## src/cmnt_pkg.sv

```systemverilog
// Shared constants, types and width helpers for the cube map normal texel generator.
// No dependencies; every other file refers to it by scoped names.
package cmnt_pkg;

  localparam int unsigned FACE_SIZE_DEF = 32;
  localparam int unsigned FACE_W        = 3;
  localparam int unsigned COORD_W       = 5;
  localparam int unsigned BYTE_W        = 8;
  localparam int unsigned FRAC_W        = 16;
  localparam int unsigned QUO_W         = FRAC_W + 1;
  localparam int unsigned ONE_Q         = 1 << FRAC_W;
  localparam int unsigned MAG_W_DEF     = 7;

  typedef enum logic [FACE_W-1:0] {
    FACE_PX = 3'd0,
    FACE_NX = 3'd1,
    FACE_PY = 3'd2,
    FACE_NY = 3'd3,
    FACE_PZ = 3'd4,
    FACE_NZ = 3'd5
  } face_t;

  // Per-item control that travels alongside the datapath.
  typedef struct packed {
    logic       valid;
    logic       bad;
    logic [2:0] neg;
  } ctl_t;

  // Bits for a component magnitude: |2i+1-N| and N both stay below N+64.
  function automatic int unsigned mag_w(input int unsigned n);
    return $clog2(n + 64);
  endfunction

endpackage

```

## src/cmnt_div.sv

```systemverilog
// Three-lane pipelined restoring divider: quotient = |c| * 2^32 / root (root = length in Q16).
// One quotient bit per stage, 17 stages; depends on cmnt_pkg.
module cmnt_div #(
  parameter int unsigned MW = cmnt_pkg::MAG_W_DEF
) (
  input  logic                                  clk,
  input  logic                                  rst_n,
  input  logic                                  ce,
  input  cmnt_pkg::ctl_t                        ctl_i,
  input  logic [2:0][MW-1:0]                    mag_i,
  input  logic [MW+cmnt_pkg::FRAC_W:0]          root_i,
  output cmnt_pkg::ctl_t                        ctl_o,
  output logic [2:0][cmnt_pkg::QUO_W-1:0]       quo_o
);

  localparam int unsigned QW = MW + cmnt_pkg::FRAC_W + 1;
  localparam int unsigned DW = QW + 1;
  localparam int unsigned NS = cmnt_pkg::QUO_W;
  // top of the dividend lies above the quotient's reach
  localparam int unsigned PRE = 2 * cmnt_pkg::FRAC_W - NS;

  cmnt_pkg::ctl_t              ctl_r  [NS];
  logic [QW-1:0]               root_r [NS];
  logic [2:0][DW-1:0]          rem_r  [NS];
  logic [2:0][NS-1:0]          quo_r  [NS];

  for (genvar g = 0; g < NS; g++) begin : g_stage
    cmnt_pkg::ctl_t     ctl_in;
    logic [QW-1:0]      root_in;
    logic [2:0][DW-1:0] rem_in, rem_nxt;
    logic [2:0][NS-1:0] quo_in, quo_nxt;
    logic [DW-1:0]      sh;

    if (g == 0) begin : g_first
      assign ctl_in  = ctl_i;
      assign root_in = root_i;
      for (genvar k = 0; k < 3; k++) begin : g_lane
        assign rem_in[k] = DW'(mag_i[k]) << PRE;
      end
      assign quo_in = '0;
    end else begin : g_next
      assign ctl_in  = ctl_r[g-1];
      assign root_in = root_r[g-1];
      assign rem_in  = rem_r[g-1];
      assign quo_in  = quo_r[g-1];
    end

    always_comb begin
      sh = '0;
      for (int k = 0; k < 3; k++) begin
        sh = {rem_in[k][DW-2:0], 1'b0};
        if (sh >= DW'(root_in)) begin
          rem_nxt[k] = sh - DW'(root_in);
          quo_nxt[k] = {quo_in[k][NS-2:0], 1'b1};
        end else begin
          rem_nxt[k] = sh;
          quo_nxt[k] = {quo_in[k][NS-2:0], 1'b0};
        end
      end
    end

    always_ff @(posedge clk) begin
      if (!rst_n) begin
        ctl_r[g] <= '0;
      end else if (ce) begin
        ctl_r[g] <= ctl_in;
      end
    end

    always_ff @(posedge clk) begin
      if (ce) begin
        root_r[g] <= root_in;
        rem_r[g]  <= rem_nxt;
        quo_r[g]  <= quo_nxt;
      end
    end
  end

  assign ctl_o = ctl_r[NS-1];
  assign quo_o = quo_r[NS-1];

endmodule

```

## config.mk

```make
export PLATFORM = sky130hd
export DESIGN_NAME = cmnt_div
export DESIGN_NICKNAME = d
export VERILOG_FILES = /design/src/cmnt_pkg.sv /design/src/cmnt_div.sv
export SDC_FILE = /design/constraint.sdc
export NUM_CORES = 2
export LEC_CHECK = 0
export BUFFER_PORTS_ARGS = -buffer_cell sky130_fd_sc_hd__buf_2
export CORE_ASPECT_RATIO = 2
export CORE_MARGIN = 1.5
export CORE_UTILIZATION = 60
export DETAILED_ROUTE_END_ITERATION = 8
export PLACE_DENSITY = 0.74
export RECOVER_POWER = 25
export SYNTH_ARGS = -nofsm -noshare
export SYNTH_HDL_FRONTEND = slang
export SYNTH_SLANG_ARGS = --single-unit
```

## constraint.sdc

```tcl
create_clock -name clk -period 7.6 [get_ports clk]
set_input_delay 0.38 -clock clk [delete_from_list [all_inputs] [get_ports clk]]
set_output_delay 0.38 -clock clk [all_outputs]
set_load 0.01 [all_outputs]
```

==> results.toml, run 1 <==
[run_status]
status = "aborted with a tool error"
stop_stage = "global routing"
error_message = "[ERROR GRT-0116] Global routing finished with congestion. Check the congestion regions in the DRC Viewer."

[synth]
seq_area_frac_synth_pct = 47.68
synth-edff-count = 2080
synth-seq-cells = 2080
synthCells = 11760
synth_area_um2 = 131000
synth.area.top_cells = "edfxtp_1 48%, ha_1 11%, mux2_2 5.7%"
syn-num-nets = 13030
synth_top_area_share_pct = 47.68
async_reset_ff_share_pct = 0
synth_area_leader_cell = "edfxtp_1"
ys.flop_type = "edfxtp_1"
syn_avg_cell_area_um2 = 11.14
synth.yosys.warnings = 0
synth_cell_type_count = 97

[clock_tree]
post_cts_buffers = 0
clock-sinks = 2080
root_buffer = "clkbuf_16"
holdBufCountCts = 51
htreeDepth = 4
cts_buffers = 196
cts_resized = 0
clk_path_buf_depth = 4

[place]
dp.cells = 14600
gp_congestion = 1.195
portBuffers = 108
place_ws_ps = 957.9
place_hpwl_mm = 435.2

[floorplan]
io_pins = 109
die_x_um = 333.4
rows = 242
start_util_pct = 60.34
dieHeight_um = 663.8

[grt]
grt_use_total_pct = 69.14
grt_pass1_wl_mm = 1128
grt_max_degree = 222
overflow = 2589
grt_pass1_vias = 130000
-- cells in the mapped netlist (28+ instances only) --
library cell / count
edfxtp_1: 2080
ha_1: 1171
a21oi_1: 896
nor2_1: 790
inv_1: 744
mux2_2: 658
o21ai_0: 656
nand2_1: 640
xnor2_1: 539
a21o_1: 464
xor2_1: 323
nor3_1: 208
and3_1: 191
nand3_1: 188
clkbuf_1: 182
nor2b_1: 182
nand2b_1: 174
o21a_1: 148
nand4_1: 129
o21bai_1: 110
a211oi_1: 99
or3_1: 78
a31oi_1: 77
o31ai_1: 77
a21boi_0: 70
and2_1: 70
o211ai_1: 68
mux2i_1: 59
fa_1: 45
nor4_1: 38
or2_2: 38
a211o_1: 36
a2111oi_0: 35
and4_1: 35
a31o_2: 29
nand3b_1: 29
buf_2: 28
-- logic make-up after synthesis --
kind of cell	after synthesis	synth area share, %
muxes	733	6.291
and+or+nand+nor	2856	10.73
AOI/OAI and AO/OA	3038	14.80
buffers and inverters	978	2.861
xor gates and xnor gates	862	5.764
adders and majority gates	1216	11.87
DFF	2080	47.68
-- metal layers --
layer,overflow,track usage [%]
met1,7,61.37
met2,1654,93.80
met3,23,48.60
met4,902,78.86
met5,3,19.74
-- through the flow --
stage               cell area (µm²)  hold WS, ps
CTS                          142900        156.3
detailed placement           135900        404.5
global placement             135800        400.4
floorplan                    131000        400.3
==> inputs of run 2 (changes only) <==
CORE_ASPECT_RATIO = not set   (was 2)
CORE_UTILIZATION = 40   (was 60)
PLACE_DENSITY = not set   (was 0.74)
PLACE_DENSITY_LB_ADDON = 0.15   (was not set)
==> run 2 against run 1 <==
The flow now finishes, with violations (capacitance limit, slew limit); area after synthesis stayed put; synthesized cell count unchanged.
==> results.toml, run 2 <==
[clock_tree]
post_cts_buffers = 0
clk_path_buf_depth = 4
cts_buffers = 244
htreeDepth = 4
cts_resized = 0
clock-sinks = 2080
clock_latency_ps = 960
path_clk_slew_ps = 70
cts_tree = "done"
root_buffer = "clkbuf_16"
holdBufCountCts = 51

[synth]
synth_cell_type_count = 97
synth-edff-count = 2080
yosys-top-cells-count = "2080 x edfxtp_1, 1171 x ha_1, 896 x a21oi_1, 790 x nor2_1, 744 x inv_1"
synth_area_leader_cell = "edfxtp_1"
synth-seq-cells = 2080
async_reset_ff_share_pct = 0
synth_most_common_cell = "edfxtp_1"
synth_top_area_share_pct = 47.68
synth.area.top_cells = "edfxtp_1 48%, ha_1 11%, mux2_2 5.7%"
ys.flop_type = "edfxtp_1"
synth.yosys.warnings = 0
synthCells = 11760
syn-num-nets = 13030
syn_avg_cell_area_um2 = 11.14
synth_area_um2 = 131000
seq_area_frac_synth_pct = 47.68

[cells_and_area]
drive_above_1_share_pct = 10.84
multi_input_area_um2 = 65020
mostFrequentLayoutCell = "edfxtp_1"
layout.nets = 13280
final_cells = 16550
largest_reg_flops = 1152
ff_latch_area_um2 = 62460
largest_register = "rem_r"
nFillCells = 30050
stdcell_area_um2 = 145600
reg_top3 = "rem_r x1152, quo_r x459, root_r x384"
final_cell_mix = "2080 x edfxtp_1, 1171 x ha_1, 888 x a21oi_1"
syn_to_final_growth_pct = 11.16

[hold_path]
hp-class = "in2reg"

[sta]
final.setup.tns_ps = 0
finClkSkew_ps = 72.72
worstMarginPinSlew_ps = 5824
rsz0062_at_grt = "false"
period_needed_ps = 6028
setup_ws_ps = 1572
fmax_mhz = 165.9
hold_violations = 0
finalSetupViolations = 0
fin_crit_sh_pct = 79.32
slew_headroom_pct = -288.3
drv_slew = 333

[run_status]
status = "finished, violations left"
violations = "capacitance limit, slew limit"

[floorplan]
rows = 209
dieHeight_um = 575.3
start_util_pct = 40.30
coreArea_um2 = 325000
die_area_um2 = 330900
die_x_um = 575.3
io_pins = 109

[place]
place_hpwl_mm = 315.6
place_ws_ps = 2710
dp.cells = 16040
post_dp_cell_area_um2 = 136900
gp_congestion = 0.9329
portBuffers = 108

[grt]
grt_use_total_pct = 23.63
grt_max_degree = 191
overflow = 0
antenna_found_initial = 4
grt_pass1_vias = 89470
grt_pass1_wl_mm = 589.0

[job]
cap_violations = 3

[routing]
drc = 0
vias = 93460
drt_iter0_markers = 8095
drt-pass1-iter-count = 6
wl_per_cell_um = 24.33
ant_nets = 0
vias_per_cell = 5.649
routed_wl_mm = 402.5

[setup_path]
critPathRequiredTime_ps = 8150
crit_fanout = 137
crit_type = "in2reg"
cp-start-kind = "primary input"
arrival_ps = 6580
cp-end-kind = "flop"

[pwr]
ir_drop_v = 0.0002293
leakagePower_nw = 58.43
report.power.total_w = 0.06725
p_per_area_nw_per_um2 = 461.9
==> run 2: metrics by stage <==
step | util, % | hold WS, ps
after detailed placement | 42.13 | 404.5
after global routing | 44.79 | 204.7
final | 44.80 | 225.5
after floorplan | - | 400.3
after CTS | 44.81 | 97.94
after global placement | 42.13 | 400.4
==> run 2: power by group <==
part	switching (W)	internal (W)	total, W
logic	0.0189	0.0146	0.0335
clock network	0.00504	0.00717	0.0122
registers	0.00330	0.0183	0.0216
==> run 2: cells by family (layout without fill, tap and decap cells) <==
group	Yosys count	in the layout	synth area share [%]
AO/OA/AOI/OAI	3038	3038	14.80
XOR/XNOR	862	862	5.764
adder cells (fa/ha/maj)	1216	1216	11.87
buffers and inverters	978	1430	2.861
flip-flops	2080	2080	47.68
multiplexers	733	733	6.291
other	0	5	0
AND/OR/NAND/NOR	2856	2856	10.73
==> run 2: final cells by class <==
type	count	area share (%)
well taps	4325	3.716
multi-input cells	8705	44.65
inverters	745	1.920
clock inverters	176	1.336
flip-flops and latches	2080	42.89
repair buffers	232	1.165
diodes	5	0.008593
clock buffers	277	4.307
==> run 2: worst paths after layout <==
path                           start                 endpoint  slack (ps)  cells past startpoint
max                               ce  quo_r[0][852]$_DFFE_PP_        1570                      4
min                       root_i[18]  root_r[0][18]$_DFFE_PP_         230                      2
max reg2reg  root_r[0][73]$_DFFE_PP_  rem_r[0][313]$_DFFE_PP_        2650                     11
min reg2reg  quo_r[0][702]$_DFFE_PP_  quo_r[0][754]$_DFFE_PP_         370                      0
==> run 2: layer usage <==
layer | global-route usage, % | up-vias | wire length (µm)
met1 | 33.78 | 45710 | 188700
met3 | 2.748 | 456 | 19880
met2 | 38.02 | 2580 | 183400
met4 | 6.032 | 0 | 10460
li1 | - | 44720 | -
met5 | 0 | - | 0
==> run 2: critical path, cell delays in order <==
cell	delay (ps)
dlygate4sd3_1	580
buf_12	300
clkdlybuf4s25_1	4320
buf_12	500
Note: power is estimated with default switching activity, not from simulation.
