**config.mk**
```make
export PLATFORM = sky130hd
export DESIGN_NAME = cmnt_sqrt
export DESIGN_NICKNAME = d
export VERILOG_FILES = /design/src/cmnt_pkg.sv /design/src/cmnt_sqrt.sv
export SDC_FILE = /design/constraint.sdc
export NUM_CORES = 2
export LEC_CHECK = 0
export BUFFER_PORTS_ARGS = -buffer_cell sky130_fd_sc_hd__buf_2
export CAP_MARGIN = 20
export CORE_ASPECT_RATIO = 0.7
export CORE_MARGIN = 2
export CORE_UTILIZATION = 63
export DETAILED_ROUTE_END_ITERATION = 7
export HOLD_SLACK_MARGIN = 0.1
export PLACE_DENSITY_LB_ADDON = 0.25
export SLEW_MARGIN = 5
export SYNTH_ARGS = -nofsm -noshare
export SYNTH_HDL_FRONTEND = slang
export SYNTH_SLANG_ARGS = --single-unit
```
**constraint.sdc**
```tcl
create_clock -name clk -period 5.6 [get_ports clk]
set_input_delay 1.12 -clock clk [delete_from_list [all_inputs] [get_ports clk]]
set_output_delay 1.12 -clock clk [all_outputs]
set_load 0.02 [all_outputs]
```
**src/cmnt_pkg.sv**
```systemverilog
// Shared constants, types and width helpers for the cube map normal texel generator.
// No dependencies; every other file refers to it by scoped names.
package cmnt_pkg;

  localparam int unsigned FACE_SIZE_DEF = 32;
  localparam int unsigned FACE_W        = 3;
  localparam int unsigned COORD_W       = 5;
  localparam int unsigned BYTE_W        = 8;
  localparam int unsigned FRAC_W        = 16;
  localparam int unsigned QUO_W         = FRAC_W + 1;
  localparam int unsigned ONE_Q         = 1 << FRAC_W;
  localparam int unsigned MAG_W_DEF     = 7;

  typedef enum logic [FACE_W-1:0] {
    FACE_PX = 3'd0,
    FACE_NX = 3'd1,
    FACE_PY = 3'd2,
    FACE_NY = 3'd3,
    FACE_PZ = 3'd4,
    FACE_NZ = 3'd5
  } face_t;

  // Per-item control that travels alongside the datapath.
  typedef struct packed {
    logic       valid;
    logic       bad;
    logic [2:0] neg;
  } ctl_t;

  // Bits for a component magnitude: |2i+1-N| and N both stay below N+64.
  function automatic int unsigned mag_w(input int unsigned n);
    return $clog2(n + 64);
  endfunction

endpackage

```
**src/cmnt_sqrt.sv**
```systemverilog
// Pipelined integer square root of len2 * 2^32, one root bit per stage.
// Carries control and magnitudes alongside; depends on cmnt_pkg.
module cmnt_sqrt #(
  parameter int unsigned MW = cmnt_pkg::MAG_W_DEF
) (
  input  logic                          clk,
  input  logic                          rst_n,
  input  logic                          ce,
  input  cmnt_pkg::ctl_t                ctl_i,
  input  logic [2:0][MW-1:0]            mag_i,
  input  logic [2*MW+1:0]               len2_i,
  output cmnt_pkg::ctl_t                ctl_o,
  output logic [2:0][MW-1:0]            mag_o,
  output logic [MW+cmnt_pkg::FRAC_W:0]  root_o
);

  localparam int unsigned LW  = 2 * MW + 2;
  localparam int unsigned QW  = MW + cmnt_pkg::FRAC_W + 1;
  localparam int unsigned RW  = 2 * QW;
  localparam int unsigned RMW = QW + 3;

  cmnt_pkg::ctl_t     ctl_r  [QW];
  logic [2:0][MW-1:0] mag_r  [QW];
  logic [LW-1:0]      len2_r [QW];
  logic [RMW-1:0]     rem_r  [QW];
  logic [QW-1:0]      root_r [QW];

  for (genvar g = 0; g < QW; g++) begin : g_stage
    cmnt_pkg::ctl_t     ctl_in;
    logic [2:0][MW-1:0] mag_in;
    logic [LW-1:0]      len2_in;
    logic [RMW-1:0]     rem_in, sh, trial, rem_nxt;
    logic [QW-1:0]      root_in, root_nxt;
    logic [RW-1:0]      rad;
    logic               ge;

    if (g == 0) begin : g_first
      assign ctl_in  = ctl_i;
      assign mag_in  = mag_i;
      assign len2_in = len2_i;
      assign rem_in  = '0;
      assign root_in = '0;
    end else begin : g_next
      assign ctl_in  = ctl_r[g-1];
      assign mag_in  = mag_r[g-1];
      assign len2_in = len2_r[g-1];
      assign rem_in  = rem_r[g-1];
      assign root_in = root_r[g-1];
    end

    always_comb begin
      rad      = {len2_in, {(2 * cmnt_pkg::FRAC_W){1'b0}}};
      sh       = {rem_in[RMW-3:0], rad[RW-1-2*g -: 2]};
      trial    = RMW'({root_in, 2'b01});
      ge       = (sh >= trial);
      rem_nxt  = ge ? (sh - trial) : sh;
      root_nxt = {root_in[QW-2:0], ge};
    end

    always_ff @(posedge clk) begin
      if (!rst_n) begin
        ctl_r[g] <= '0;
      end else if (ce) begin
        ctl_r[g] <= ctl_in;
      end
    end

    always_ff @(posedge clk) begin
      if (ce) begin
        mag_r[g]  <= mag_in;
        len2_r[g] <= len2_in;
        rem_r[g]  <= rem_nxt;
        root_r[g] <= root_nxt;
      end
    end
  end

  assign ctl_o  = ctl_r[QW-1];
  assign mag_o  = mag_r[QW-1];
  assign root_o = root_r[QW-1];

endmodule

```
=== Word-level counts from Yosys, hierarchy flattened ===
Memories as Yosys holds them, arrays and structs flattened.
Cells that the tools add are included.

* Output and inout bits: 50
* Memories kept: 5
* RAM bits: 2232
* Register bits after elaboration: 0
* Latch bits: 0
* Memory bits (read-only): 0
* Input bits: 45
* Logic and storage cells: 130

{| class="wikitable"
|+ Memory list
! name !! depth !! width !! rd ports !! clocked after memory_dff !! write ports !! RTL line !! text
|-
| rem_r || 24 || 27 || 23 || 0 || 24 || cmnt_sqrt.sv:25 || <nowiki>logic [RMW-1:0] rem_r [QW];</nowiki>
|-
| root_r || 24 || 24 || 24 || 0 || 24 || cmnt_sqrt.sv:26 || <nowiki>logic [QW-1:0] root_r [QW];</nowiki>
|-
| mag_r || 24 || 21 || 24 || 0 || 24 || cmnt_sqrt.sv:23 || <nowiki>logic [2:0][MW-1:0] mag_r [QW];</nowiki>
|-
| len2_r || 24 || 16 || 23 || 0 || 24 || cmnt_sqrt.sv:24 || <nowiki>logic [LW-1:0] len2_r [QW];</nowiki>
|-
| ctl_r || 24 || 5 || 24 || 0 || 24 || cmnt_sqrt.sv:22 || <nowiki>cmnt_pkg::ctl_t ctl_r [QW];</nowiki>
|}

* Mux-type cells: 53
* $mul: 0
* Shift-type cells: 0
* Bitwise gates (word level): 24
* Magnitude comparators: 24
* Div/mod/pow operators: 0
* Reduce and logical (&&, ||, !) cells: 0
* Equal/unequal tests: 0
* $add $sub $neg: 24

{| class="wikitable"
|+ Operators with widths
! kind !! count
|-
| 27-bit two-way mux || 24
|-
| 27-bit by 26-bit >= comparator with 1-bit output || 23
|-
| 27-bit by 26-bit subtractor with 27-bit output || 23
|-
| 5-bit two-way mux || 24
|-
| 1-bit OR || 24
|-
| 1-bit two-way mux || 5
|-
| 2-bit by 1-bit subtractor with 3-bit output, second input constant || 1
|-
| 2-bit by 1-bit >= comparator with 1-bit output, second input constant || 1
|}

=== Depth between registers and ports, before layout ===
* Word-level depth: 4
* Depth in mapped cells: 13
* Mapped depth without buffers: 12

=== Least setup slack after synthesis ===
OpenSTA, ideal clock, no wires.

* Path type: input port to flip-flop
* Start: input ce
* End: memory ctl_r[0][0] in the netlist's numbering (enable)
* Library setup time: 0.500 ns
* Arrival: 4.297 ns
* Path slack: 0.803 ns
* Stages on the path: 2
* Path buffers: 1
* Data required time: 5.100 ns
* Cells stage by stage: clkbuf_1 > nand2b_1

{| class="wikitable"
|+ RTL lines
! item !! RTL line !! text
|-
| from (decl) || cmnt_sqrt.sv:8 || <nowiki>input logic ce,</nowiki>
|-
| to (decl) || cmnt_sqrt.sv:22 ||
|}

==> reports/metrics.cfg <==
[synthesis]
synth.distinct_cells=90
synth_cells=4874
synth_edf_count=1507
synth_top_flop_cell=edfxtp_1
syn_avg_cell_area_um2=13.76
syn-cell-area_um2=67080
synth-warning-count=0
ys_seq_area_share_pct=67.47
syn_nets=5228
ys_ff_latch=1507
synthArstFlopShare_pct=0

[clock_network]
hold_buffers=0
cts-resized-gates=0
cts.clk_slew.worst_paths_ns=0.07
post_cts_buffers=0
numCtsBuffers=141
cts_root_buffer=clkbuf_16
htree_levels=4
cts_tree=done
clkSinkCount=1507
clk_path_buf_depth=3
worstSkewPairLatency_ns=0.77

[routing]
final_antenna_net_count=0
drt-vias-per-instance=5.727
wl_per_cell_um=17.60
drt-pass1-iter-count=6
num_vias=37684
drt_iter0_drc=3239
drc=0
wirelength_um=115800

[floorplan]
dieArea_um2=109100
die_w_um=394
ios=95
core_area_um2=106000
rows=100
start_util_pct=63.29
die_h_um=277

[power]
p_per_area_nw_per_um2=382.0
fin_total_pwr_mw=28.23
p_leak_nw=28.05
vdd_drop_max_v=0.0002542

[setup_path]
critPathRequiredTime_ns=6.11
path_max_fanout=24
timing.rr.end=rem_r[2][137]
reg2reg_depth=10
reg2reg_from=root_r[2][97]
reg2reg_slack_ns=1.95
crit_type=flip-flop to flip-flop
critical_path.startpoint_type=flip-flop
cp-end-kind=flip-flop
cp.arrival_ns=4.16
startpoint=root_r[2][97]

[global_route]
grt_max_degree=237
grt_pass1_wl_um=189000
grt.total_usage_pct=21.31
gr-total-overflow=0
antenna_found_initial=1
grt_pass1_vias=36454

[job]
cap_violations=0

[timing]
fmax_mhz=273.8
fin_skew_ns=0.02719
fin_crit_ns=3.653
setup_viol=0
rsz0062_at_grt=false
postLayoutSetupSlackWorst_ns=1.947
drv_slew=0
worstMarginPinSlew_ns=1.099
finalHoldViolCount=0
maxSlewHeadroom_pct=26.73
finalCritPeriodShare_pct=65.23
whs_ns=0.4043
fin_setup_tns_ns=0

[cells_and_area]
fill_cells=7115
drive_gt1_share_pct=8.482
layout_commonest_cell=edfxtp_1
fin_util_pct=69.75
layout.nets=5393
most-common-layout-cells=edfxtp_1, inv_1, nor2_1
syn2layout_area_growth_pct=10.20
n_antenna_cell=0

[worst_hold_path]
hold_class=flip-flop to flip-flop
min_path_cells=0
hold_path_end=mag_r[0][31]
worstHoldStart=mag_r[0][10]

[place]
gp_congestion=0.8921
port_buffers=94
dp_hpwl_um=77830
pre_cts_ws_ns=1.830

[outcome]
status=finished clean

## layout make-up
class / instances / area, µm² / share of cell area (%)
Tap cell: 1428 / 1787 / 2.417
Sequential cell: 1507 / 45250 / 61.22
Timing Repair Buffer: 126 / 855.8 / 1.158
Clock inverter: 84 / 930.9 / 1.259
Multi-Input combinational cell: 2895 / 20040 / 27.11
Clock buffer: 172 / 3666 / 4.960
Inverter: 368 / 1384 / 1.872
## logic make-up (layout without fill, tap and decap cells)
logic type	count (synthesis)	after routing	share of synthesized area (%)
and+or+nand+nor	1219	1219	9.237
other	1	1	0.005591
buffers and inverters	472	750	2.720
xor gates and xnor gates	380	380	4.962
DFF	1507	1507	67.47
muxes	75	75	1.265
AOI/OAI and AO/OA	911	911	8.413
adders and majority gates	309	309	5.932
## cell usage after synthesis, drive strengths merged, types with 52 or more instances
| library cell | instances | area share [%] |
|---|---|---|
| nor4 | 64 | 0.64 |
| clkbuf | 87 | 0.49 |
| o21a | 60 | 0.67 |
| mux2 | 72 | 1.2 |
| inv | 368 | 2.1 |
| edfxtp | 1507 | 67 |
| a21oi | 279 | 2.1 |
| ha | 294 | 5.5 |
| o21ai | 251 | 1.9 |
| a21o | 83 | 0.93 |
| and3 | 132 | 1.2 |
| nor3 | 99 | 0.75 |
| nand2b | 61 | 0.57 |
| nand2 | 291 | 1.7 |
| nand3 | 52 | 0.39 |
| xnor2 | 165 | 2.2 |
| nor2 | 302 | 1.7 |
| xor2 | 215 | 2.8 |
## routing by layer
metal / routed length (µm) / GRT usage (%) / part of all wire, %
met5: 0 / 0 / 0
met4: 2171 / 5.993 / 1.9
met3: 6393 / 3.854 / 5.5
met2: 51430 / 31.81 / 44
met1: 55800 / 32.44 / 48
## per-stage QoR
step,instances,area (µm²)
final,6580,73920
after global routing,6580,73920
after CTS,6577,73860
after detailed placement,6321,69260
after global placement,6320,69250
after floorplan,4874,67080
## flip-flops by register name (all words and copies together), names as in the netlist
name	cells
mag_r	504
ctl_r	120
rem_r	543
root_r	284
len2_r	56
## where the power goes
part           switching, mW  internal, mW  total [mW]  leakage (nW)
Combinational           2.42          1.77        4.19          11.4
Clock                   4.13          5.33        9.47          2.22
Sequential             0.694          13.9        14.6          14.4
## worst max path at each step
stage / to / slack, ns
after floorplan: ctl_r[0][0] / 0.80
after global placement: rem_r[2][110] / 1.93
after detailed placement: rem_r[2][115] / 1.83
after CTS: rem_r[2][115] / 1.77
after global routing: rem_r[2][137] / 1.66
final: rem_r[2][137] / 1.95
## critical path, stage by stage (launching register included)
cell and delay [ns]:
edfxtp_1 0.45, inv_1 0.08, ha_1 0.23, a211oi_1 0.30
o21a_1 0.24, nor3_1 0.11, a31o_2 0.31, a21oi_1 0.31
o311a_1 0.60, buf_4 0.37, mux2_2 0.37
No activity file was read; power rests on OpenSTA's default activity.
