`src/cmnt_pkg.sv`:
```
// Shared constants, types and width helpers for the cube map normal texel generator.
// No dependencies; every other file refers to it by scoped names.
package cmnt_pkg;

  localparam int unsigned FACE_SIZE_DEF = 32;
  localparam int unsigned FACE_W        = 3;
  localparam int unsigned COORD_W       = 5;
  localparam int unsigned BYTE_W        = 8;
  localparam int unsigned FRAC_W        = 16;
  localparam int unsigned QUO_W         = FRAC_W + 1;
  localparam int unsigned ONE_Q         = 1 << FRAC_W;
  localparam int unsigned MAG_W_DEF     = 7;

  typedef enum logic [FACE_W-1:0] {
    FACE_PX = 3'd0,
    FACE_NX = 3'd1,
    FACE_PY = 3'd2,
    FACE_NY = 3'd3,
    FACE_PZ = 3'd4,
    FACE_NZ = 3'd5
  } face_t;

  // Per-item control that travels alongside the datapath.
  typedef struct packed {
    logic       valid;
    logic       bad;
    logic [2:0] neg;
  } ctl_t;

  // Bits for a component magnitude: |2i+1-N| and N both stay below N+64.
  function automatic int unsigned mag_w(input int unsigned n);
    return $clog2(n + 64);
  endfunction

endpackage

```
`src/cmnt_vec.sv`:
```
// Front end: face decode to a direction vector, squares and squared length.
// Three register stages; depends on cmnt_pkg.
module cmnt_vec #(
  parameter int unsigned FACE_SIZE = cmnt_pkg::FACE_SIZE_DEF,
  parameter int unsigned MW        = cmnt_pkg::MAG_W_DEF
) (
  input  logic                               clk,
  input  logic                               rst_n,
  input  logic                               ce,
  input  logic                               in_v,
  input  logic [cmnt_pkg::FACE_W-1:0]        face,
  input  logic [cmnt_pkg::COORD_W-1:0]       column,
  input  logic [cmnt_pkg::COORD_W-1:0]       row,
  output cmnt_pkg::ctl_t                     ctl_o,
  output logic [2:0][MW-1:0]                 mag_o,
  output logic [2*MW+1:0]                    len2_o
);

  localparam int unsigned SW = MW + 2;
  localparam int unsigned LW = 2 * MW + 2;

  logic signed [SW-1:0] s, t, nn;
  logic signed [SW-1:0] comp [3];
  logic                 bad;
  cmnt_pkg::ctl_t       ctl1_nxt;
  logic [2:0][MW-1:0]   mag1_nxt;

  cmnt_pkg::ctl_t       ctl1_r, ctl2_r, ctl3_r;
  logic [2:0][MW-1:0]   mag1_r, mag2_r, mag3_r;
  logic [2:0][2*MW-1:0] sq2_r;
  logic [LW-1:0]        len2_r;

  always_comb begin
    s   = $signed(SW'({column, 1'b1})) - $signed(SW'(FACE_SIZE));
    t   = $signed(SW'({row, 1'b1})) - $signed(SW'(FACE_SIZE));
    nn  = $signed(SW'(FACE_SIZE));
    bad = 1'b0;
    unique case (cmnt_pkg::face_t'(face))
      cmnt_pkg::FACE_PX: begin comp[0] = nn;  comp[1] = -t; comp[2] = -s; end
      cmnt_pkg::FACE_NX: begin comp[0] = -nn; comp[1] = -t; comp[2] = s;  end
      cmnt_pkg::FACE_PY: begin comp[0] = s;   comp[1] = nn; comp[2] = t;  end
      cmnt_pkg::FACE_NY: begin comp[0] = s;   comp[1] = -nn; comp[2] = -t; end
      cmnt_pkg::FACE_PZ: begin comp[0] = s;   comp[1] = -t; comp[2] = nn; end
      cmnt_pkg::FACE_NZ: begin comp[0] = -s;  comp[1] = -t; comp[2] = -nn; end
      default: begin
        // unused face codes: keep a harmless vector, zero the bytes later
        comp[0] = nn; comp[1] = '0; comp[2] = '0;
        bad     = 1'b1;
      end
    endcase
    ctl1_nxt.valid = in_v;
    ctl1_nxt.bad   = bad;
    for (int k = 0; k < 3; k++) begin
      ctl1_nxt.neg[k] = comp[k][SW-1];
      mag1_nxt[k]     = comp[k][SW-1] ? MW'(-comp[k]) : MW'(comp[k]);
    end
  end

  always_ff @(posedge clk) begin
    if (!rst_n) begin
      ctl1_r <= '0;
      ctl2_r <= '0;
      ctl3_r <= '0;
    end else if (ce) begin
      ctl1_r <= ctl1_nxt;
      ctl2_r <= ctl1_r;
      ctl3_r <= ctl2_r;
    end
  end

  always_ff @(posedge clk) begin
    if (ce) begin
      mag1_r <= mag1_nxt;
      mag2_r <= mag1_r;
      mag3_r <= mag2_r;
      for (int k = 0; k < 3; k++) begin
        sq2_r[k] <= mag1_r[k] * mag1_r[k];
      end
      len2_r <= LW'(sq2_r[0]) + LW'(sq2_r[1]) + LW'(sq2_r[2]);
    end
  end

  assign ctl_o  = ctl3_r;
  assign mag_o  = mag3_r;
  assign len2_o = len2_r;

endmodule

```
`config.mk`:
```
export PLATFORM = sky130hd
export DESIGN_NAME = cmnt_vec
export DESIGN_NICKNAME = d
export VERILOG_FILES = /design/src/cmnt_pkg.sv /design/src/cmnt_vec.sv
export SDC_FILE = /design/constraint.sdc
export NUM_CORES = 1
export LEC_CHECK = 0
export ABC_AREA = 0
export BUFFER_PORTS_ARGS = -buffer_cell sky130_fd_sc_hd__buf_4
export CAP_MARGIN = 25
export CORE_UTILIZATION = 50
export CTS_BUF_LIST = sky130_fd_sc_hd__clkbuf_8 sky130_fd_sc_hd__clkbuf_16
export CTS_CLUSTER_DIAMETER = 60
export CTS_CLUSTER_SIZE = 20
export DETAILED_ROUTE_END_ITERATION = 7
export GPL_TIMING_DRIVEN = 1
export HOLD_SLACK_MARGIN = 0.1
export PLACE_DENSITY = 0.66
export SLEW_MARGIN = 20
export SYNTH_ARGS = -nofsm -noshare
export SYNTH_HDL_FRONTEND = slang
export SYNTH_SLANG_ARGS = --single-unit
```
`constraint.sdc`:
```
create_clock -name clk -period 10.7 [get_ports clk]
set_input_delay 0.535 -clock clk [delete_from_list [all_inputs] [get_ports clk]]
set_output_delay 0.535 -clock clk [all_outputs]
set_load 0.02 [all_outputs]
```
## Word-level counts from Yosys, hierarchy flattened

Cells that the tools add are included.
W data, S select, Z words.

| operators by class | value |
|---|---|
| add/subtract/negate cells | 9 |
| shift-type cells | 0 |
| multipliers | 3 |
| bitwise gates (word level) | 0 |
| reductions and logical operators | 2 |
| divide/modulo/power cells | 0 |
| magnitude comparators | 0 |
| mux-type cells | 5 |
| equality and inequality tests | 5 |

Operators with widths:

| cell | count |
|---|---|
| $pmux W27 S6 | 1 |
| $mul A7 B7 Y14 | 3 |
| $mux W7 | 3 |
| $neg A7 Y7 | 3 |
| $neg A7 Y9 | 2 |
| $add A15 B14 Y16 | 1 |
| $add A14 B14 Y15 | 1 |
| $sub A6 B6 Y7 const B | 2 |
| $eq A3 B2 Y1 const B | 2 |
| $eq A3 B3 Y1 const B | 2 |
| $reduce_or A6 Y1 | 1 |
| $eq A3 B1 Y1 const B | 1 |
| $logic_not A3 Y1 | 1 |
| $mux W1 | 1 |

| storage, ports and cells | value |
|---|---|
| input bits | 17 |
| bits in writable memories | 0 |
| memories kept | 0 |
| logic and storage cells | 46 |
| bits in read-only memories | 0 |
| register bits after elaboration | 136 |
| latch bits | 0 |

## Longest topological paths before layout

Gate-level depths: netlist of the first run.

| logic depth | value |
|---|---|
| word-level depth | 5 |
| gate-level depth with buffers | 18 |

## Worst setup path before layout of the first run

No wires, ideal clock.

| path | value |
|---|---|
| kind | reg2reg |
| from | register mag1_r[15] (netlist bit) |
| to | register sq2_r[39] (netlist bit) (data pin) |
| arrival | 4.095 ns |
| path buffers | 1 |
| slack | 6.347 ns |
| cell stages (with the launch flop) | 19 |
| period minus slack after synthesis | 4.353 ns |
| data required time | 10.442 ns |
| cell sequence | edfxtp_1 clkbuf_1 nand2_1 xor2_1 ha_1 inv_1 fa_1 inv_1 fa_1 inv_1 fa_1 inv_1 ha_1 o21ai_0 a21boi_0 a2bb2oi_1 a21o_1 a21oi_1 xnor2_1 |

| on the way | value |
|---|---|
| cells in the longest elaborated chain, start to end | 1 |

RTL lines:

| item | line | text |
|---|---|---|
| from (decl) | cmnt_vec.sv:29 | `logic [2:0][MW-1:0] mag1_r, mag2_r, mag3_r;` |
| from (signal assigned) | cmnt_vec.sv:73 | `mag1_r <= mag1_nxt;` |
| $mul A7 B7 Y14 | cmnt_vec.sv:77 | `sq2_r[k] <= mag1_r[k] * mag1_r[k];` |
| to (signal, indexed assignment) | cmnt_vec.sv:77 |  |
| to (decl) | cmnt_vec.sv:30 | `logic [2:0][2*MW-1:0] sq2_r;` |

No other way between the ends.
A chain may end at the register's enable or synchronous reset.

## Worst setup path in the final report of the first run

Same ends and word-level chain as after synthesis.

==> out/qor.yml, run 1 <==
drt:
  avgRoutedWirePerCell_um: 15.6
  wl_um: 17200
  vias: 5868
  drt_first_pass_iters: 4
  via_per_inst: 5.34
  drt_iter0_drc: 278
  ant_nets: 0
  drc: 0
synthesis:
  yosys.area_share.adder: 0.247
  yosysWarnings: 0
  synthCells: 798
  synth_compound_area_frac: 0.0913
  async_flop_share: 0
  ys_seq_area_frac: 0.411
  synth_common_cells: "edfxtp_1 (115), ha_1 (95), inv_1 (73)"
  synth_seq_cells: 130
  ys_types: 56
  synth_top_cell_by_area: "edfxtp_1"
  synth_edf_count: 115
  synth-xor-area-share: 0.0720
  synthesis.area_mm2: 0.00913
  synthMuxAreaShare: 0.0247
  synth_top_area_frac: 0.378
  netlist_top_cells_area: "edfxtp_1 (38%), ha_1 (13%), fa_1 (12%)"
  synth_top_family_by_area: "adder cells"
  syn_avg_cell_area_um2: 11.4
  synth_simple_gate_area_share: 0.113
  synth.most_common_cell: "edfxtp_1"
  synth_ff_type: "edfxtp_1"
floorplanning:
  io_pins: 59
  die_area_mm2: 0.0188
  die_w_um: 137
  rows: 49
  die_h_um: 137
  core_mm2: 0.0179
  start_util: 0.510
power_and_ir_drop:
  p_per_area_mw_per_mm2: 299
  switching_share: 0.396
  power_mw: 3.10
  switchingPower_mw: 1.23
  vdd_drop_max_uv: 207
  combPwrFrac: 0.544
  power.internal_mw: 1.87
  power.leakage_nw: 4.56
  p_clk_frac: 0.181
  pwr-share-seq: 0.275
sta:
  slew_headroom: 0.408
  worst_pin_slew_ns: 0.889
  finalHoldViolCount: 0
  finalSetupViolCount: 0
  period_minus_slack_ns: 4.63
  tns_ns: 0
  period_share: 0.432
  slew_violations: 0
  clock-skew-final_ns: 0.00979
  rsz0062_at_grt: "no"
  max_freq_mhz: 216
  fin_ws_ns: 6.07
finish:
  areaGrowthSynthToFinish_pct: 13.4
  layout-drive-gt1-share: 0.125
  seqCellArea_mm2: 0.00375
  antennaDiodeCount: 0
  finalNonFillerCells: 1099
  multi_input_area_mm2: 0.00501
  fill_cells: 1478
  nets: 1022
  final_core_util: 0.578
place:
  hpwl_um: 12900
  dp_cells: 1067
  numPortBuffers: 58
  preCtsSetupSlack_ns: 6.11
  gp_congestion: 0.855
clock_tree:
  insertion_delay_ns: 0.42
  holdBufCountCts: 0
  cts_root_buf: "clkbuf_16"
  clk_pin_slew_worst_paths_ns: 0.06
  cts_buffers: 17
  cts_setup_buffers: 0
  cts_resized: 0
  clock-sinks: 130
  clk_path_buf_depth: 2
  cts_tree: "done"
  htree_levels: 4
setup_path:
  critical-path-top-delay-family: "adder cells"
  cpMostUsedCell: "inv_1"
  crit_path_max_incr_delay_ns: 0.56
  critical_path_required_ns: 10.87
  crit_path_cell_trace: "nand2_1 -> xor2_1 -> ha_1 -> inv_1 -> fa_1 -> inv_1 -> fa_1 -> inv_1 -> fa_1 -> inv_1 -> ha_1 -> o21ai_0 -> a21boi_0 -> a2bb2oi_1 -> a21o_1 -> a21oi_1 -> xnor2_1"
  endpoint_kind: "register"
  critical_path_peak_fanout: 12
  cp-start-kind: "register"
  worstPathArrival_ns: 4.80
  path_class: "register to register"
  crit_slowest_cell: "edfxtp_1"
  cp_num_buf_inv: 4
global_route:
  grt_max_degree: 69
  grt_pass1_vias: 5881
  antenna_found_initial: 0
  grt_pass1_wl_um: 28200
  grt_usage: 0.198
  overflow: 0
worst_hold_path:
  hold_path.class: "input pin to register"
status:
  status: "finished clean"
run:
  maxCapViolCount: 0
flip-flops by register name, summed over array words and instances, names as in the netlist:
name,count
len2_o,16
mag1_r,21
sq2_r,36
ctl2_r,5
mag2_r,21
mag_o,21
ctl1_r,5
ctl_o,5
layout by cell type, fill, tap and decap left out, types with 8 or more instances in the layout:
master,synthesis,final
a21o_1,12,12
a21oi_1,35,35
a31o_2,9,9
and2_1,37,37
and3_1,8,8
buf_4,2,59
clkbuf_16,0,19
dfxtp_1,15,15
edfxtp_1,115,115
fa_1,53,53
ha_1,95,95
inv_1,73,73
mux2i_1,20,20
nand2_1,48,48
nand2b_1,10,10
nor2_1,41,41
nor2b_1,28,28
o21ai_0,18,18
xnor2_1,48,48
xor2_1,27,27
power groups by stage:
stage,combinational [mW],clock (mW),sequential [mW]
after global routing,1.90,0.591,0.867
after floorplan,1.27,0,0.876
after CTS,1.70,0.572,0.854
after detailed placement,1.68,0,0.863
final,1.68,0.562,0.852
after global placement,1.63,0,0.859
logic make-up (layout without fill, tap and decap cells):
group / after synthesis / after routing
flip-flops: 130 / 130
AND/OR/NAND/NOR: 200 / 200
AO/OA/AOI/OAI: 127 / 127
buffers and inverters: 95 / 164
adder cells (fa/ha/maj): 148 / 148
other: 1 / 4
multiplexers: 22 / 22
XOR/XNOR: 75 / 75
final cells by class:
| class | count | share of cell area |
|---|---|---|
| Inverter | 73 | 0.0265 |
| Tap cell | 229 | 0.0277 |
| Timing Repair Buffer | 59 | 0.0428 |
| Multi-Input combinational cell | 576 | 0.484 |
| Clock buffer | 20 | 0.0473 |
| Sequential cell | 130 | 0.363 |
| Clock inverter | 12 | 0.00883 |
metrics by stage:
stage	instance area [um2]	hold slack, ns
2_1_floorplan	9140	0.400
3_3_place_gp	9770	0.401
3_5_place_dp	9770	0.405
4_1_cts	10300	0.366
5_1_grt	10300	0.408
6_report	10300	0.370
tightest hold or removal path: stages:
cell,delay (ns)
buf_4,0.07
mux2i_1,0.05
nor2b_1,0.09
final timing paths:
| check | startpoint | endpoint | slack, ns | depth (start not counted) |
|---|---|---|---|---|
| worst min register to register | mag2_r[10] | mag_o[10] | 0.42 | 0 |
| worst max register to register | mag1_r[15] | sq2_r[39] | 6.07 | 17 |
| worst min-delay path | in_v | ctl1_r[4] | 0.37 | 3 |
| worst max-delay path | mag1_r[15] | sq2_r[39] | 6.07 | 17 |
per-layer routing:
metal,part of all wire,global-route usage
met5,0,0
met4,0.033,0.107
met3,0.038,0.0370
met2,0.48,0.325
met1,0.45,0.248
Power figures use the tool's default switching activity.
==> inputs of run 2 (changes only) <==
- clock period: 10.7 -> 4.3 ns (I/O delays scaled with it)
==> out/qor.yml, run 2 (synthesized netlist as in run 1, its figures left out) <==
status:
  status: "finished clean"
drt:
  via_per_inst: 5.28
  drt_iter0_drc: 249
  vias: 5958
  drc: 0
  ant_nets: 0
  wl_um: 17400
  avgRoutedWirePerCell_um: 15.4
  drt_first_pass_iters: 4
finish:
  layout_commonest_cell: "edfxtp_1"
  fill_cells: 1481
  layout-drive-gt1-share: 0.172
  final_core_util: 0.596
  largest_reg_flops: 36
  stdcell_area_mm2: 0.0107
  regMostFlops: "sq2_r"
  mostFrequentLayoutCells: "edfxtp_1 (115), ha_1 (92), buf_4 (85)"
  areaGrowthSynthToFinish_pct: 16.9
  antennaDiodeCount: 0
  nets: 1052
run:
  maxCapViolCount: 0
clock_tree:
  htree_levels: 4
  cts_tree: "done"
  cts_root_buf: "clkbuf_16"
  clk_pin_slew_worst_paths_ns: 0.06
  cts_buffers: 17
  clock-sinks: 130
  clk_path_buf_depth: 2
  insertion_delay_ns: 0.42
sta:
  max_freq_mhz: 242
  slew_headroom: 0.368
  finalHoldViolCount: 0
  period_minus_slack_ns: 4.13
  period_share: 0.960
  slew_violations: 0
  finalSetupViolCount: 0
  worst_pin_slew_ns: 0.949
  clock-skew-final_ns: 0.0158
  fin_ws_ns: 0.171
floorplanning:
  start_util: 0.510
  die_area_mm2: 0.0188
  io_pins: 59
  core_mm2: 0.0179
  rows: 49
  die_h_um: 137
  die_w_um: 137
power_and_ir_drop:
  power_mw: 7.96
  power.leakage_nw: 4.70
  vdd_drop_max_uv: 514
  p_per_area_mw_per_mm2: 746
global_route:
  antenna_found_initial: 0
  grt_max_degree: 72
  grt_pass1_vias: 6056
  overflow: 0
  grt_pass1_wl_um: 29000
  grt_usage: 0.202
setup_path:
  critical_path_peak_fanout: 3
  cp-start-kind: "register"
  endpoint_kind: "register"
  worstPathArrival_ns: 4.30
  critical_path_required_ns: 4.47
  path_class: "register to register"
place:
  gp_congestion: 0.848
  numPortBuffers: 58
  preCtsSetupSlack_ns: -0.0618
  placed_area_mm2: 0.00995
  hpwl_um: 13200
worst_hold_path:
  hold_path.class: "input pin to register"
## run 2: routing by layer
| layer | track usage | vias up | part of all wire |
|---|---|---|---|
| li1 | - | 2947 | - |
| met1 | 0.256 | 2893 | 0.44 |
| met2 | 0.345 | 99 | 0.51 |
| met3 | 0.0381 | 19 | 0.031 |
| met4 | 0.0745 | 0 | 0.018 |
| met5 | 0 | - | 0 |
## run 2: worst max-delay path, stage by stage, from the launching register on
cell and delay [ns]:
edfxtp_1 0.35, nand2_1 0.12, xor2_1 0.18, ha_1 0.27, inv_1 0.05, fa_1 0.53, inv_1 0.06, fa_1 0.53
inv_1 0.06, fa_1 0.52, inv_1 0.04, ha_1 0.31, o21ai_2 0.17, a21boi_1 0.11, a2bb2oi_2 0.16, a21o_1 0.22
a21oi_2 0.14, xnor2_1 0.07
## run 2: final timing paths
check | from | to | slack (ns) | cells past startpoint
setup reg to reg | mag1_r[20] | sq2_r[39] | 0.17 | 17
hold reg to reg | mag2_r[4] | mag_o[4] | 0.42 | 0
hold / removal | row[1] | mag1_r[9] | 0.17 | 2
setup / recovery | mag1_r[20] | sq2_r[39] | 0.17 | 17
## run 2: where the power goes
group          switching, mW  leakage, nW  internal [mW]
Combinational           2.44         3.17           2.06
Clock                  0.615        0.281          0.767
Sequential             0.140         1.25           1.94
## run 2: cell type report
class,instances,area (um2),share of cell area
multi-input cells,576,5100,0.478
clock buffers,17,425,0.0399
repair buffers,89,688,0.0645
flip-flops and latches,130,3750,0.352
inverters,73,274,0.0257
well taps,229,287,0.0269
clock inverters,15,136,0.0128
## run 2: timing repair
action | 4_1_cts | 5_1_grt
setup endpoints to repair | 5 | 12
setup buffers | 0 | 4
hold endpoints to repair | 4 | 0
resized for setup | 2 | 24
pin swaps | 0 | 3
hold buffers | 3 | 0
## run 2: metrics by stage
step | hold WS (ns) | instances | setup TNS (ns)
after floorplan | 0.327 | 801 | 0
after global placement | 0.403 | 1090 | 0
after detailed placement | 0.406 | 1090 | -0.0951
after CTS | 0.150 | 1125 | 0
after global routing | 0.159 | 1129 | -0.0407
final | 0.174 | 1129 | 0
